**src/rtl/core/vvfe_pkg.sv**
```systemverilog
// Shared types, constants and lookup functions of the voxel face extractor.
package vvfe_pkg;

    localparam int MAX_SIZE    = 32;
    localparam int POS_W       = 5;
    localparam int KIND_W      = 8;
    localparam int MASK_W      = 6;
    localparam int SIZE_W      = 6;
    localparam int CMD_W       = 2;
    localparam int FACE_W      = 3;
    localparam int COLOR_W     = 8;
    localparam int QCOUNT_W    = 18;
    localparam int BASE_W      = QCOUNT_W + 2;
    localparam int CFG_IDX_W   = 3;
    localparam int CFG_DATA_W  = 8;
    localparam int NCOORD_W    = POS_W + 1;
    localparam int EFF_W       = $clog2(MAX_SIZE + 1);
    localparam int CMP_W       = 8;
    localparam int STORE_DEPTH = MAX_SIZE * MAX_SIZE * MAX_SIZE;
    localparam int ADDR_W      = $clog2(STORE_DEPTH);

    localparam logic [KIND_W-1:0] AIR_RESET   = 8'd0;
    localparam logic [KIND_W-1:0] STONE_RESET = 8'd1;
    localparam logic [KIND_W-1:0] DIRT_RESET  = 8'd2;
    localparam logic [KIND_W-1:0] GRASS_RESET = 8'd3;
    localparam logic [SIZE_W-1:0] SIZE_RESET  = 6'd32;

    typedef enum logic [CMD_W-1:0] {
        CMD_WRITE = 2'd0,
        CMD_MESH  = 2'd1,
        CMD_CLEAR = 2'd2
    } cmd_t;

    typedef enum logic [CFG_IDX_W-1:0] {
        CFG_AIR    = 3'd0,
        CFG_STONE  = 3'd1,
        CFG_DIRT   = 3'd2,
        CFG_GRASS  = 3'd3,
        CFG_SIZE_X = 3'd4,
        CFG_SIZE_Y = 3'd5,
        CFG_SIZE_Z = 3'd6
    } cfg_idx_t;

    typedef enum logic [FACE_W-1:0] {
        FACE_PX = 3'd0,
        FACE_NX = 3'd1,
        FACE_PY = 3'd2,
        FACE_NY = 3'd3,
        FACE_PZ = 3'd4,
        FACE_NZ = 3'd5
    } face_t;

    typedef enum logic [1:0] {
        COL_STONE = 2'd0,
        COL_DIRT  = 2'd1,
        COL_GRASS = 2'd2,
        COL_OTHER = 2'd3
    } color_t;

    typedef struct packed {
        logic [CMD_W-1:0]  command;
        logic [POS_W-1:0]  pos_x;
        logic [POS_W-1:0]  pos_y;
        logic [POS_W-1:0]  pos_z;
        logic [KIND_W-1:0] voxel_kind;
        logic [MASK_W-1:0] outside_solid;
    } in_item_t;

    typedef struct packed {
        logic [FACE_W-1:0]  face;
        logic [POS_W-1:0]   out_x;
        logic [POS_W-1:0]   out_y;
        logic [POS_W-1:0]   out_z;
        logic [COLOR_W-1:0] red;
        logic [COLOR_W-1:0] green;
        logic [COLOR_W-1:0] blue;
        logic [BASE_W-1:0]  base_vertex;
        logic               last;
    } out_item_t;

    typedef struct packed {
        logic [COLOR_W-1:0] red;
        logic [COLOR_W-1:0] green;
        logic [COLOR_W-1:0] blue;
    } rgb_t;

    typedef struct packed {
        logic [EFF_W-1:0] sx;
        logic [EFF_W-1:0] sy;
        logic [EFF_W-1:0] sz;
    } ext_t;

    typedef struct packed {
        logic              inb;
        logic [ADDR_W-1:0] addr;
    } nbr_t;

    function automatic logic [EFF_W-1:0] eff_size(input logic [SIZE_W-1:0] r);
        if (CMP_W'(r) > CMP_W'(MAX_SIZE)) begin
            return EFF_W'(MAX_SIZE);
        end
        return EFF_W'(r);
    endfunction

    function automatic logic [ADDR_W-1:0] store_addr(input logic [NCOORD_W-1:0] x,
                                                     input logic [NCOORD_W-1:0] y,
                                                     input logic [NCOORD_W-1:0] z);
        return ADDR_W'(32'(x) + 32'(MAX_SIZE) * 32'(y) + 32'(MAX_SIZE * MAX_SIZE) * 32'(z));
    endfunction

    // Base colors scaled by the face shade and rounded to the nearest 1/256.
    function automatic rgb_t shade_rgb(input color_t color, input face_t face);
        rgb_t  c;
        logic  top;
        logic  bottom;
        top    = (face == FACE_PY);
        bottom = (face == FACE_NY);
        case (color)
            COL_STONE: c = top ? rgb_t'{8'd128, 8'd128, 8'd141} :
                           bottom ? rgb_t'{8'd58, 8'd58, 8'd63} :
                           rgb_t'{8'd96, 8'd96, 8'd106};
            COL_DIRT:  c = top ? rgb_t'{8'd115, 8'd90, 8'd64} :
                           bottom ? rgb_t'{8'd52, 8'd40, 8'd29} :
                           rgb_t'{8'd86, 8'd67, 8'd48};
            COL_GRASS: c = top ? rgb_t'{8'd51, 8'd154, 8'd51} :
                           bottom ? rgb_t'{8'd23, 8'd69, 8'd23} :
                           rgb_t'{8'd38, 8'd115, 8'd38};
            default:   c = top ? rgb_t'{8'd128, 8'd128, 8'd128} :
                           bottom ? rgb_t'{8'd58, 8'd58, 8'd58} :
                           rgb_t'{8'd96, 8'd96, 8'd96};
        endcase
        return c;
    endfunction

endpackage

```
**src/rtl/core/vvfe_nbr_unit.sv**
```systemverilog
// Neighbor step unit: neighbor coordinates, chunk bounds test and store address.
module vvfe_nbr_unit (
    input  logic [vvfe_pkg::POS_W-1:0] pos_x,
    input  logic [vvfe_pkg::POS_W-1:0] pos_y,
    input  logic [vvfe_pkg::POS_W-1:0] pos_z,
    input  vvfe_pkg::face_t            face,
    input  vvfe_pkg::ext_t             ext,
    output vvfe_pkg::nbr_t             nbr
);

    logic [vvfe_pkg::NCOORD_W-1:0] nx;
    logic [vvfe_pkg::NCOORD_W-1:0] ny;
    logic [vvfe_pkg::NCOORD_W-1:0] nz;
    logic                          under;

    always_comb begin
        nx    = vvfe_pkg::NCOORD_W'(pos_x);
        ny    = vvfe_pkg::NCOORD_W'(pos_y);
        nz    = vvfe_pkg::NCOORD_W'(pos_z);
        under = 1'b0;
        unique case (face)
            vvfe_pkg::FACE_PX: nx = nx + vvfe_pkg::NCOORD_W'(1);
            vvfe_pkg::FACE_NX: begin
                under = (pos_x == '0);
                nx    = nx - vvfe_pkg::NCOORD_W'(1);
            end
            vvfe_pkg::FACE_PY: ny = ny + vvfe_pkg::NCOORD_W'(1);
            vvfe_pkg::FACE_NY: begin
                under = (pos_y == '0);
                ny    = ny - vvfe_pkg::NCOORD_W'(1);
            end
            vvfe_pkg::FACE_PZ: nz = nz + vvfe_pkg::NCOORD_W'(1);
            vvfe_pkg::FACE_NZ: begin
                under = (pos_z == '0);
                nz    = nz - vvfe_pkg::NCOORD_W'(1);
            end
            default: under = 1'b1;
        endcase
    end

    assign nbr.inb = !under
                  && (vvfe_pkg::CMP_W'(nx) < vvfe_pkg::CMP_W'(ext.sx))
                  && (vvfe_pkg::CMP_W'(ny) < vvfe_pkg::CMP_W'(ext.sy))
                  && (vvfe_pkg::CMP_W'(nz) < vvfe_pkg::CMP_W'(ext.sz));
    assign nbr.addr = vvfe_pkg::store_addr(nx, ny, nz);

endmodule

```
**config.mk**
```make
export PLATFORM = sky130hd
export DESIGN_NAME = vvfe_nbr_unit
export DESIGN_NICKNAME = d
export VERILOG_FILES = /design/src/rtl/core/vvfe_pkg.sv /design/src/rtl/core/vvfe_nbr_unit.sv
export SDC_FILE = /design/constraint.sdc
export NUM_CORES = 1
export LEC_CHECK = 0
export BUFFER_PORTS_ARGS = -buffer_cell sky130_fd_sc_hd__buf_4
export CAP_MARGIN = 20
export CORE_MARGIN = 5
export CORE_UTILIZATION = 53
export DETAILED_ROUTE_END_ITERATION = 10
export MAX_ROUTING_LAYER = met4
export PLACE_DENSITY = 0.86
export SLEW_MARGIN = 5
export SYNTH_ARGS = -nofsm -noshare
export SYNTH_HDL_FRONTEND = slang
export SYNTH_SLANG_ARGS = --single-unit
```
**constraint.sdc**
```tcl
create_clock -name vclk -period 3.6
set_clock_uncertainty 0.05 [all_clocks]
set_input_delay 0 -clock vclk [all_inputs]
set_output_delay 0 -clock vclk [all_outputs]
set_load 0.01 [all_outputs]
```
### Word level (Yosys, flattened, before mapping)

Cells that the tools add are included.

| operators by class | value |
|---|---|
| $add $sub $neg | 8 |
| magnitude comparators | 3 |
| eq/ne operators | 5 |
| mux-type cells | 4 |
| reductions and logical operators | 9 |

Operators with widths:

| cell | count |
|---|---|
| case mux 6 bit (2 select lines) | 3 |
| adder 5 x 1 -> 6 bit (second input constant) | 3 |
| less-than comparator 6 bit | 3 |
| subtractor 5 x 1 -> 6 bit (second input constant) | 3 |
| adder 12 x 15 -> 15 bit | 1 |
| logical NOT 5 bit | 3 |
| adder 6 x 11 -> 12 bit | 1 |
| == test 3 x 2 -> 1 bit (second input constant) | 2 |
| == test 3 bit (second input constant) | 2 |
| case mux 1 bit (4 select lines) | 1 |
| == test 3 x 1 -> 1 bit (second input constant) | 1 |
| logical AND 1 bit | 3 |
| logical NOT 3 bit | 1 |
| OR reduction 3 bit | 1 |
| logical NOT 1 bit | 1 |

| word-level totals | value |
|---|---|
| bits in registers | 0 |
| output and inout port bits | 16 |
| logic and storage cells | 29 |

### Longest topological paths before layout

Gate-level depths: netlist of run 1.

| depth | value |
|---|---|
| depth after elaboration | 7 |
| gate-level depth with buffers | 16 |
| gate-level depth less buffers | 14 |

### Least setup slack after synthesis of run 1

Ideal clock, no wire load.

| timing | value |
|---|---|
| kind | input to output |
| from | input port face[2] |
| to | output port nbr[15] in the netlist's numbering |
| arrival time | 2937 ps |
| data required time | 3550 ps |
| slack | 613 ps |
| stages on the path | 16 |
| path buffers | 2 |
| cells stage by stage | clkbuf_1 > nand2b_1 > clkbuf_1 > nor2_1 > ha_1 > a21o_1 > a21o_1 > a21o_1 > a21oi_1 > xnor2_1 > nor2_1 > ha_1 > nand3_1 > nand4_1 > nor4_1 > and4_1 |

RTL lines:

| item | RTL line | source |
|---|---|---|
| from (decl) | vvfe_nbr_unit.sv:6 | `input vvfe_pkg::face_t face,` |
| to (decl) | vvfe_nbr_unit.sv:8 | `output vvfe_pkg::nbr_t nbr` |

==> flow_summary.yaml, run 1 <==
cts:
  cts-resized-gates: 0
  post_cts_buffers: 0
  hold_buffers: 0
timing:
  finalHoldWorstSlack_ns: 0.288
  grt_setup_unrepaired: "false"
  final-setup-viol-count: 0
  tightest_slew_ns: 0.435
  setup_tns_ns: 0
  finalCriticalPeriod_ns: 2.99
  period_share_pct: 83.1
  final_hold_viol_count: 0
  max_freq_ghz: 0.334
  finalMaxSlewViolations: 0
  max-slew-margin-rel_pct: 71.0
logic_synthesis:
  yosys.area.top_type: "ha_1"
  syn_inst: 186
  syn_avg_cell_area_um2: 7.27
  synth_area_leaders: "ha_1 (22%), xnor2_1 (9.7%), inv_1 (6.9%)"
  yosysWarnings: 0
  synth_top_area_share_pct: 22.2
  synthesis.nets: 247
  syn_area_um2: 1350
  ys_seq_area_share_pct: 0
  synth_cell_type_count: 47
worst_setup_path:
  worst_ep_arrival_time_ns: 2.94
  start_kind: "input port"
  required_ns: 3.55
  worstSetupEndpointType: "primary output"
  crit_type: "in2out"
  worst-path-max-fanout: 10
  worstSetupStartpoint: "face[1]"
floorplanning:
  dieArea_um2: 3660
  num_io_pins: 52
  dieWidth_um: 60.5
  core_um2: 2450
  num_rows: 18
  start_util_pct: 55.1
  die_y_um: 60.5
grt:
  first_global_vias: 1389
  grt.busiest_layer: "met2"
  antenna_found_initial: 0
  grt_usage_pct: 20.9
  grt_max_degree: 16
  use_met1_pct: 26.2
  grt_pass1_wl_um: 5930
  met2_usage_pct: 38.1
  use_met3_pct: 0.638
  globalRouteOverflowTotal: 0
routing:
  vias: 1476
  routed_wl_um: 3620
  first_pass_iters: 4
  post_drt_wl_per_cell_um: 13.8
  drt-initial-drc-count: 56
  ant_nets: 0
  post_drt_via_cell_ratio: 5.63
  remaining_drc_errors: 0
final_layout:
  design.seq.count: 0
  fillerInstances: 223
  final_util_pct: 71.7
  n_clock_buffer: 0
  drive_gt1_share_pct: 26.7
  seq_area_um2: 0
  areaGrowthSynthToFinish_pct: 30.2
  final_cells: 262
  fin_nets: 295
  diodes: 0
worst_hold_path:
  holdCritStartpoint: "pos_x[2]"
  hold_class: "in2out"
power:
  total_power_mw: 0.224
  p_leak_nw: 0.908
  power_density_nw_per_um2: 127
  ir_drop_mv: 0.0790
placement:
  hpwl_um: 3190
  io_buffers: 52
  gp_congestion: 0.899
  placed_cells: 262
outcome:
  outcome: "complete, no violations"
run:
  cap_violations: 0
[cell usage in the layout (no fill, tap or decap), drive strengths merged, types with 2 or more instances in the layout]
| cell | synthesis | final |
|---|---|---|
| buf | 1 | 53 |
| inv | 25 | 25 |
| ha | 24 | 24 |
| xnor2 | 15 | 15 |
| nor2 | 9 | 9 |
| nand2 | 8 | 8 |
| nand3 | 8 | 8 |
| nor3 | 8 | 8 |
| a21oi | 7 | 7 |
| xor2 | 7 | 7 |
| o21ai | 7 | 7 |
| nand2b | 5 | 5 |
| a21o | 5 | 5 |
| mux2i | 5 | 5 |
| nor2b | 4 | 4 |
| a22oi | 3 | 3 |
| nor4 | 3 | 3 |
| o2111ai | 3 | 3 |
| nand4b | 2 | 2 |
| a32oi | 2 | 2 |
| mux2 | 2 | 2 |
| and4 | 2 | 2 |
| and3 | 2 | 2 |
| a21boi | 2 | 2 |
| o21a | 2 | 2 |
| or3 | 2 | 2 |
[logic make-up (layout without fill, tap and decap cells)]
family,count (synthesis),count (layout),synth area share [%]
and+or+nand+nor,60,60,25.4
AOI/OAI and AO/OA,39,39,22.0
buffers and inverters,33,79,9.25
adders and majority gates,25,25,23.7
xor gates and xnor gates,22,22,14.2
muxes,7,7,5.37
[stage by stage]
step | setup slack, ns | area (um^2)
after floorplan | 0.613 | 1350
after global placement | 0.726 | 1760
after detailed placement | 0.659 | 1760
after CTS | 0.650 | 1760
after global routing | 0.432 | 1760
final | 0.608 | 1760
[report_power, final]
| part | total [mW] | switching, mW | internal (mW) |
|---|---|---|---|
| Combinational | 0.224 | 0.112 | 0.112 |
| Sequential | 0 | 0 | 0 |
| Clock | 0 | 0 | 0 |
| Total | 0.224 | 0.112 | 0.112 |
[area by class of cell]
class / instances / area (um^2) / area share, %
multi-input combinational: 153 / 1230 / 69.7
timing repair buffer: 53 / 398 / 22.6
inverter: 26 / 97.6 / 5.54
tap: 30 / 37.5 / 2.13
[synth_stat cells, types with 4 or more instances]
cell / number
a21o_1: 5
a21oi_1: 7
clkbuf_1: 6
ha_1: 24
inv_1: 25
mux2i_1: 5
nand2_1: 8
nand2b_1: 5
nand3_1: 8
nor2_1: 9
nor2b_1: 4
nor3_1: 8
o21ai_0: 5
xnor2_1: 15
xor2_1: 7
[worst max-delay path, cell delays in order]
cell      delay, ns
buf_4          0.14
nand2b_1       0.16
nor2_1         0.30
ha_1           0.31
a21o_1         0.16
a21o_1         0.19
a21o_1         0.19
a21oi_1        0.19
xnor2_1        0.14
nor2_1         0.06
ha_1           0.31
a22oi_1        0.16
nand2_1        0.08
nor4_1         0.21
and4_1         0.23
buf_4          0.12
[final timing paths]
path | endpoint | slack (ns) | cells after the start
worst min-delay path | nbr[2] | 0.29 | 3
worst max-delay path | nbr[15] | 0.61 | 16
[layer usage]
layer,up-vias,part of all wire [%]
li1,764,-
met1,656,42
met2,50,51
met3,6,5.1
met4,0,1.8
met5,-,0
(Power assumes the default switching activity.)
==> inputs of run 2 (changes only) <==
ABC_AREA = 1   (was not set)
CORE_UTILIZATION = 49   (was 53)
PLACE_DENSITY = 0.81   (was 0.86)
clock period = 2.6 ns   (was 3.6 ns; I/O delays follow)
==> flow_summary.yaml, run 2 <==
worst_hold_path:
  hold_path_depth: 4
  holdCritStartpoint: "pos_x[0]"
  hold_path_end: "nbr[0]"
  hold_class: "in2out"
worst_setup_path:
  worst-path-max-fanout: 3
  start_kind: "input port"
  crit_type: "in2out"
  worstSetupEndpointType: "primary output"
  required_ns: 2.55
  worst_ep_arrival_time_ns: 2.70
power:
  ir_drop_mv: 0.114
  p_seq_share_pct: 0
  p_int_mw: 0.200
  p_switching_mw: 0.226
  total_power_mw: 0.426
  switching_share_pct: 53.1
  power_density_nw_per_um2: 179
  combPwrFrac_pct: 100.0
  clockPowerShare_pct: 0
  p_leak_nw: 1.31
final_layout:
  areaGrowthSynthToFinish_pct: 54.0
  fin_nets: 393
  diodes: 0
  final_cells: 374
  drive_gt1_share_pct: 46.1
  layout_common_cells: "buf_4 (79), inv_1 (44), nand2_1 (39)"
  final_common_cell: "buf_4"
  final_util_pct: 78.6
  seq_area_um2: 0
  design.seq.count: 0
  n_clock_buffer: 0
floorplanning:
  core_um2: 3030
  dieWidth_um: 66.2
  dieArea_um2: 4380
  num_io_pins: 52
  die_y_um: 66.2
  num_rows: 20
  start_util_pct: 51.0
logic_synthesis:
  syn_area_um2: 1550
  synth_top_area_share_pct: 19.4
  syn_avg_cell_area_um2: 6.26
  yosys.area.top_type: "ha_1"
  synthesis.nets: 308
  synth_cell_type_count: 36
  ys_seq_area_share_pct: 0
  synth_common_cells: "inv_1 (48), nand2_1 (46), ha_1 (24), nor2_1 (20), nand3_1 (14)"
  yosysWarnings: 0
  yosysMostFrequentCell: "inv_1"
  syn_inst: 247
  synth_area_leaders: "ha_1 (19%), inv_1 (12%), nand2_1 (11%)"
timing:
  finalCriticalPeriod_ns: 2.75
  finalHoldWorstSlack_ns: 0.295
  final_hold_viol_count: 0
  layout_setup_ws_ns: -0.150
  period_share_pct: 106
  finalMaxSlewViolations: 0
  final-setup-viol-count: 6
  max_freq_ghz: 0.364
  tightest_slew_ns: 0.332
  grt_setup_unrepaired: "true"
  max-slew-margin-rel_pct: 77.6
outcome:
  outcome: "complete, but fails checks"
  violations: "setup timing"
routing:
  vias: 1902
  drt-initial-drc-count: 63
  remaining_drc_errors: 0
  post_drt_via_cell_ratio: 5.09
  post_drt_wl_per_cell_um: 12.3
  first_pass_iters: 6
  ant_nets: 0
  routed_wl_um: 4610
grt:
  globalRouteOverflowTotal: 0
  grt_max_degree: 8
  antenna_found_initial: 0
  first_global_vias: 1821
  grt_usage_pct: 20.9
  grt_pass1_wl_um: 7260
placement:
  placed_cells: 360
  gp_congestion: 0.901
  hpwl_um: 3490
  io_buffers: 52
cts:
  hold_buffers: 0
run:
  cap_violations: 0
run 2: cell types whose count changed in the layout (fill, tap and decap cells not counted), sizes merged, moves of 13 or more:
cell | previous run | this run
nand3 | 8 | 21
xnor2 | 15 | 1
buf | 53 | 83
inv | 25 | 54
nand2 | 8 | 60
nor2 | 9 | 22
run 2: timing repair:
| action | in CTS | in global routing |
|---|---|---|
| setup buffers | 12 | 2 |
| pin swaps | 16 | 18 |
| resized for setup | 13 | 29 |
| endpoints found under the setup margin | 1 | 8 |
| endpoints found under the hold margin | 0 | 0 |
run 2: cells by family after synthesis:
| group | synth area share, % |
|---|---|
| AOI/OAI and AO/OA | 17.5 |
| xor gates and xnor gates | 5.67 |
| adders and majority gates | 20.7 |
| buffers and inverters | 13.3 |
| and+or+nand+nor | 42.8 |
run 2: worst max-delay path by stage:
stage                 start       to  slack, ns
CTS                 face[2]  nbr[15]      -0.09
global placement    face[1]  nbr[15]      -0.17
detailed placement  face[1]  nbr[15]      -0.22
global route        face[2]  nbr[15]      -0.27
floorplan           face[1]  nbr[15]       0.02
finish              face[1]  nbr[15]      -0.15
run 2: area by class of cell:
type               count  area, um^2
multi-input cells    193        1470
fillers              227         648
repair buffers        83         642
well taps             44        55.1
inverters             54         210
run 2: power by group through the flow:
stage | clock network (mW) | logic, mW | registers [mW]
after detailed placement | 0 | 0.369 | 0
final | 0 | 0.426 | 0
after floorplan | 0 | 0.214 | 0
after global routing | 0 | 0.473 | 0
after global placement | 0 | 0.360 | 0
after CTS | 0 | 0.394 | 0
run 2: worst max-delay path: stages:
cell and delay [ns]:
buf_6 0.10, nor2_4 0.14, inv_4 0.06, nor2_8 0.11, inv_4 0.06, nor2_4 0.09
inv_2 0.04, nand2_2 0.07, inv_2 0.04, ha_2 0.17, or2_4 0.24, nand4_1 0.10
o21ai_1 0.08, o211ai_1 0.11, xor2_1 0.24, ha_1 0.29, nand4_1 0.12, o221ai_2 0.11
nor4_2 0.33, buf_4 0.18
run 2: metal layers:
layer / share of wire (%) / global-route usage (%) / up-vias
met5: 0 / - / -
met4: 1.6 / 4.31 / 0
met3: 4.0 / 1.53 / 10
met2: 56 / 43.0 / 48
met1: 38 / 20.9 / 866
li1: - / - / 978
run 2: stage by stage:
step | setup TNS [ns] | worst slack, ns | area, um^2
floorplan | 0 | 0.0224 | 1550
global placement | -0.173 | -0.173 | 2120
detailed placement | -0.219 | -0.219 | 2120
CTS | -0.150 | -0.0938 | 2250
global route | -1.61 | -0.271 | 2380
finish | -0.414 | -0.150 | 2380
==> inputs of run 3 (changes only) <==
ABC_AREA = not set   (was 1)
CORE_UTILIZATION = 48   (was 49)
PLACE_DENSITY = 0.82   (was 0.81)
==> flow_summary.yaml, run 3 (synthesis results as in run 1) <==
worst_hold_path:
  hold_path_depth: 3
  hold_class: "in2out"
  hold_path_end: "nbr[3]"
  holdCritStartpoint: "pos_x[3]"
final_layout:
  n_clock_buffer: 0
  layout_common_cells: "buf_4 (70), inv_1 (25), ha_1 (22)"
  drive_gt1_share_pct: 36.5
  final_common_cell: "buf_4"
  seq_area_um2: 0
  design.seq.count: 0
  areaGrowthSynthToFinish_pct: 45.1
  diodes: 0
  fin_nets: 312
power:
  p_leak_nw: 1.00
  ir_drop_mv: 0.137
  power_density_nw_per_um2: 176
grt:
  grt_max_degree: 11
  first_global_vias: 1468
  grt_pass1_wl_um: 6050
  grt_usage_pct: 17.8
  antenna_found_initial: 0
  globalRouteOverflowTotal: 0
timing:
  finalMaxSlewViolations: 0
  setup_tns_ns: -0.0458
  finalCriticalPeriod_ns: 2.65
  final-setup-viol-count: 1
  layout_setup_ws_ns: -0.0458
  finalHoldWorstSlack_ns: 0.295
  grt_setup_unrepaired: "true"
  period_share_pct: 102
  tightest_slew_ns: 0.430
  max_freq_ghz: 0.378
  final_hold_viol_count: 0
  max-slew-margin-rel_pct: 71.3
routing:
  post_drt_via_cell_ratio: 5.73
  routed.top_layer: "met4"
  post_drt_wl_per_cell_um: 13.8
  remaining_drc_errors: 0
  wl_met1_um: 1670
  first_pass_iters: 4
  met2_length_um: 1910
  vias: 1605
  drt-initial-drc-count: 63
  ant_nets: 0
  routed_wl_um: 3850
  wl_met3_um: 258
worst_setup_path:
  worstSetupEndpointType: "primary output"
  required_ns: 2.55
  start_kind: "input port"
  worst-path-max-fanout: 4
  worst_ep_arrival_time_ns: 2.60
  crit_type: "in2out"
run:
  cap_violations: 0
floorplanning:
  num_rows: 19
  dieWidth_um: 63.1
  die_y_um: 63.1
  num_io_pins: 52
  core_um2: 2730
  start_util_pct: 49.5
  dieArea_um2: 3980
cts:
  hold_buffers: 0
placement:
  hpwl_um: 3140
  io_buffers: 52
  gp_congestion: 0.842
outcome:
  violations: "setup timing"
  outcome: "complete, but fails checks"
==> run 3: cell count changes in the layout (fill, tap and decap cells not counted), moves of 5 or more <==
cell     change
buf_4        -9
nor2_1      -10
nand3_1      -6
mux2i_1      +5
nand3_2      -5
inv_2        -7
xnor2_1     +14
nand2_2     -16
inv_1       -19
o21ai_0      -6
nand2_1     -32
==> run 3: power by group <==
group          switching, mW  leakage [nW]  total (mW)  internal, mW
combinational          0.168          1.00       0.346         0.178
sequential                 0             0           0             0
clock                      0             0           0             0
==> run 3: per-layer routing <==
layer / vias up / GRT usage (%)
met5: - / -
met4: 0 / 2.12
met3: 2 / 1.24
met2: 56 / 29.7
met1: 746 / 24.1
li1: 801 / -
==> run 3: repair_timing <==
action,4_1_cts,5_1_grt
endpoints found under the setup margin,2,4
pin swaps,6,11
gates resized for setup,4,8
cloned,0,0
setup buffers,2,3
==> run 3: worst max-delay path by stage <==
stage | slack (ns) | start | cells after the start | endpoint
floorplan | 0.002 | face[2] | 16 | nbr[15]
global placement | 0.01 | face[1] | 16 | nbr[15]
detailed placement | -0.07 | face[1] | 16 | nbr[15]
CTS | 0.01 | face[2] | 13 | nbr[15]
global route | -0.21 | face[1] | 16 | nbr[15]
finish | -0.05 | face[1] | 16 | nbr[15]
==> run 3: final cells by class <==
type                       instances  area [um^2]
inverter                          26         97.6
tap                               31         38.8
timing repair buffer              70          526
fill                             243          771
multi-input combinational        153         1300
==> run 3: worst max-delay path, cell delays in order <==
cell      delay [ns]
buf_4           0.12
nand2b_4        0.15
nor2_4          0.18
buf_4           0.14
buf_4           0.10
ha_1            0.25
a21o_1          0.20
a21oi_2         0.14
xnor2_1         0.12
nor2_1          0.06
ha_1            0.33
a22oi_2         0.14
nand2_1         0.07
nor4_1          0.24
and4_1          0.23
buf_4           0.12
==> run 3: per-stage QoR <==
stage	setup WS, ns	area (um^2)	power, mW	cells	util (%)
after CTS	0.0142	1890	0.332	277	69.3
after global routing	-0.206	1960	0.383	280	71.8
after floorplan	0.00153	1390	0.189	186	-
after global placement	0.0103	1870	0.319	275	68.4
final	-0.0458	1960	0.346	280	71.8
after detailed placement	-0.0711	1870	0.326	275	68.4
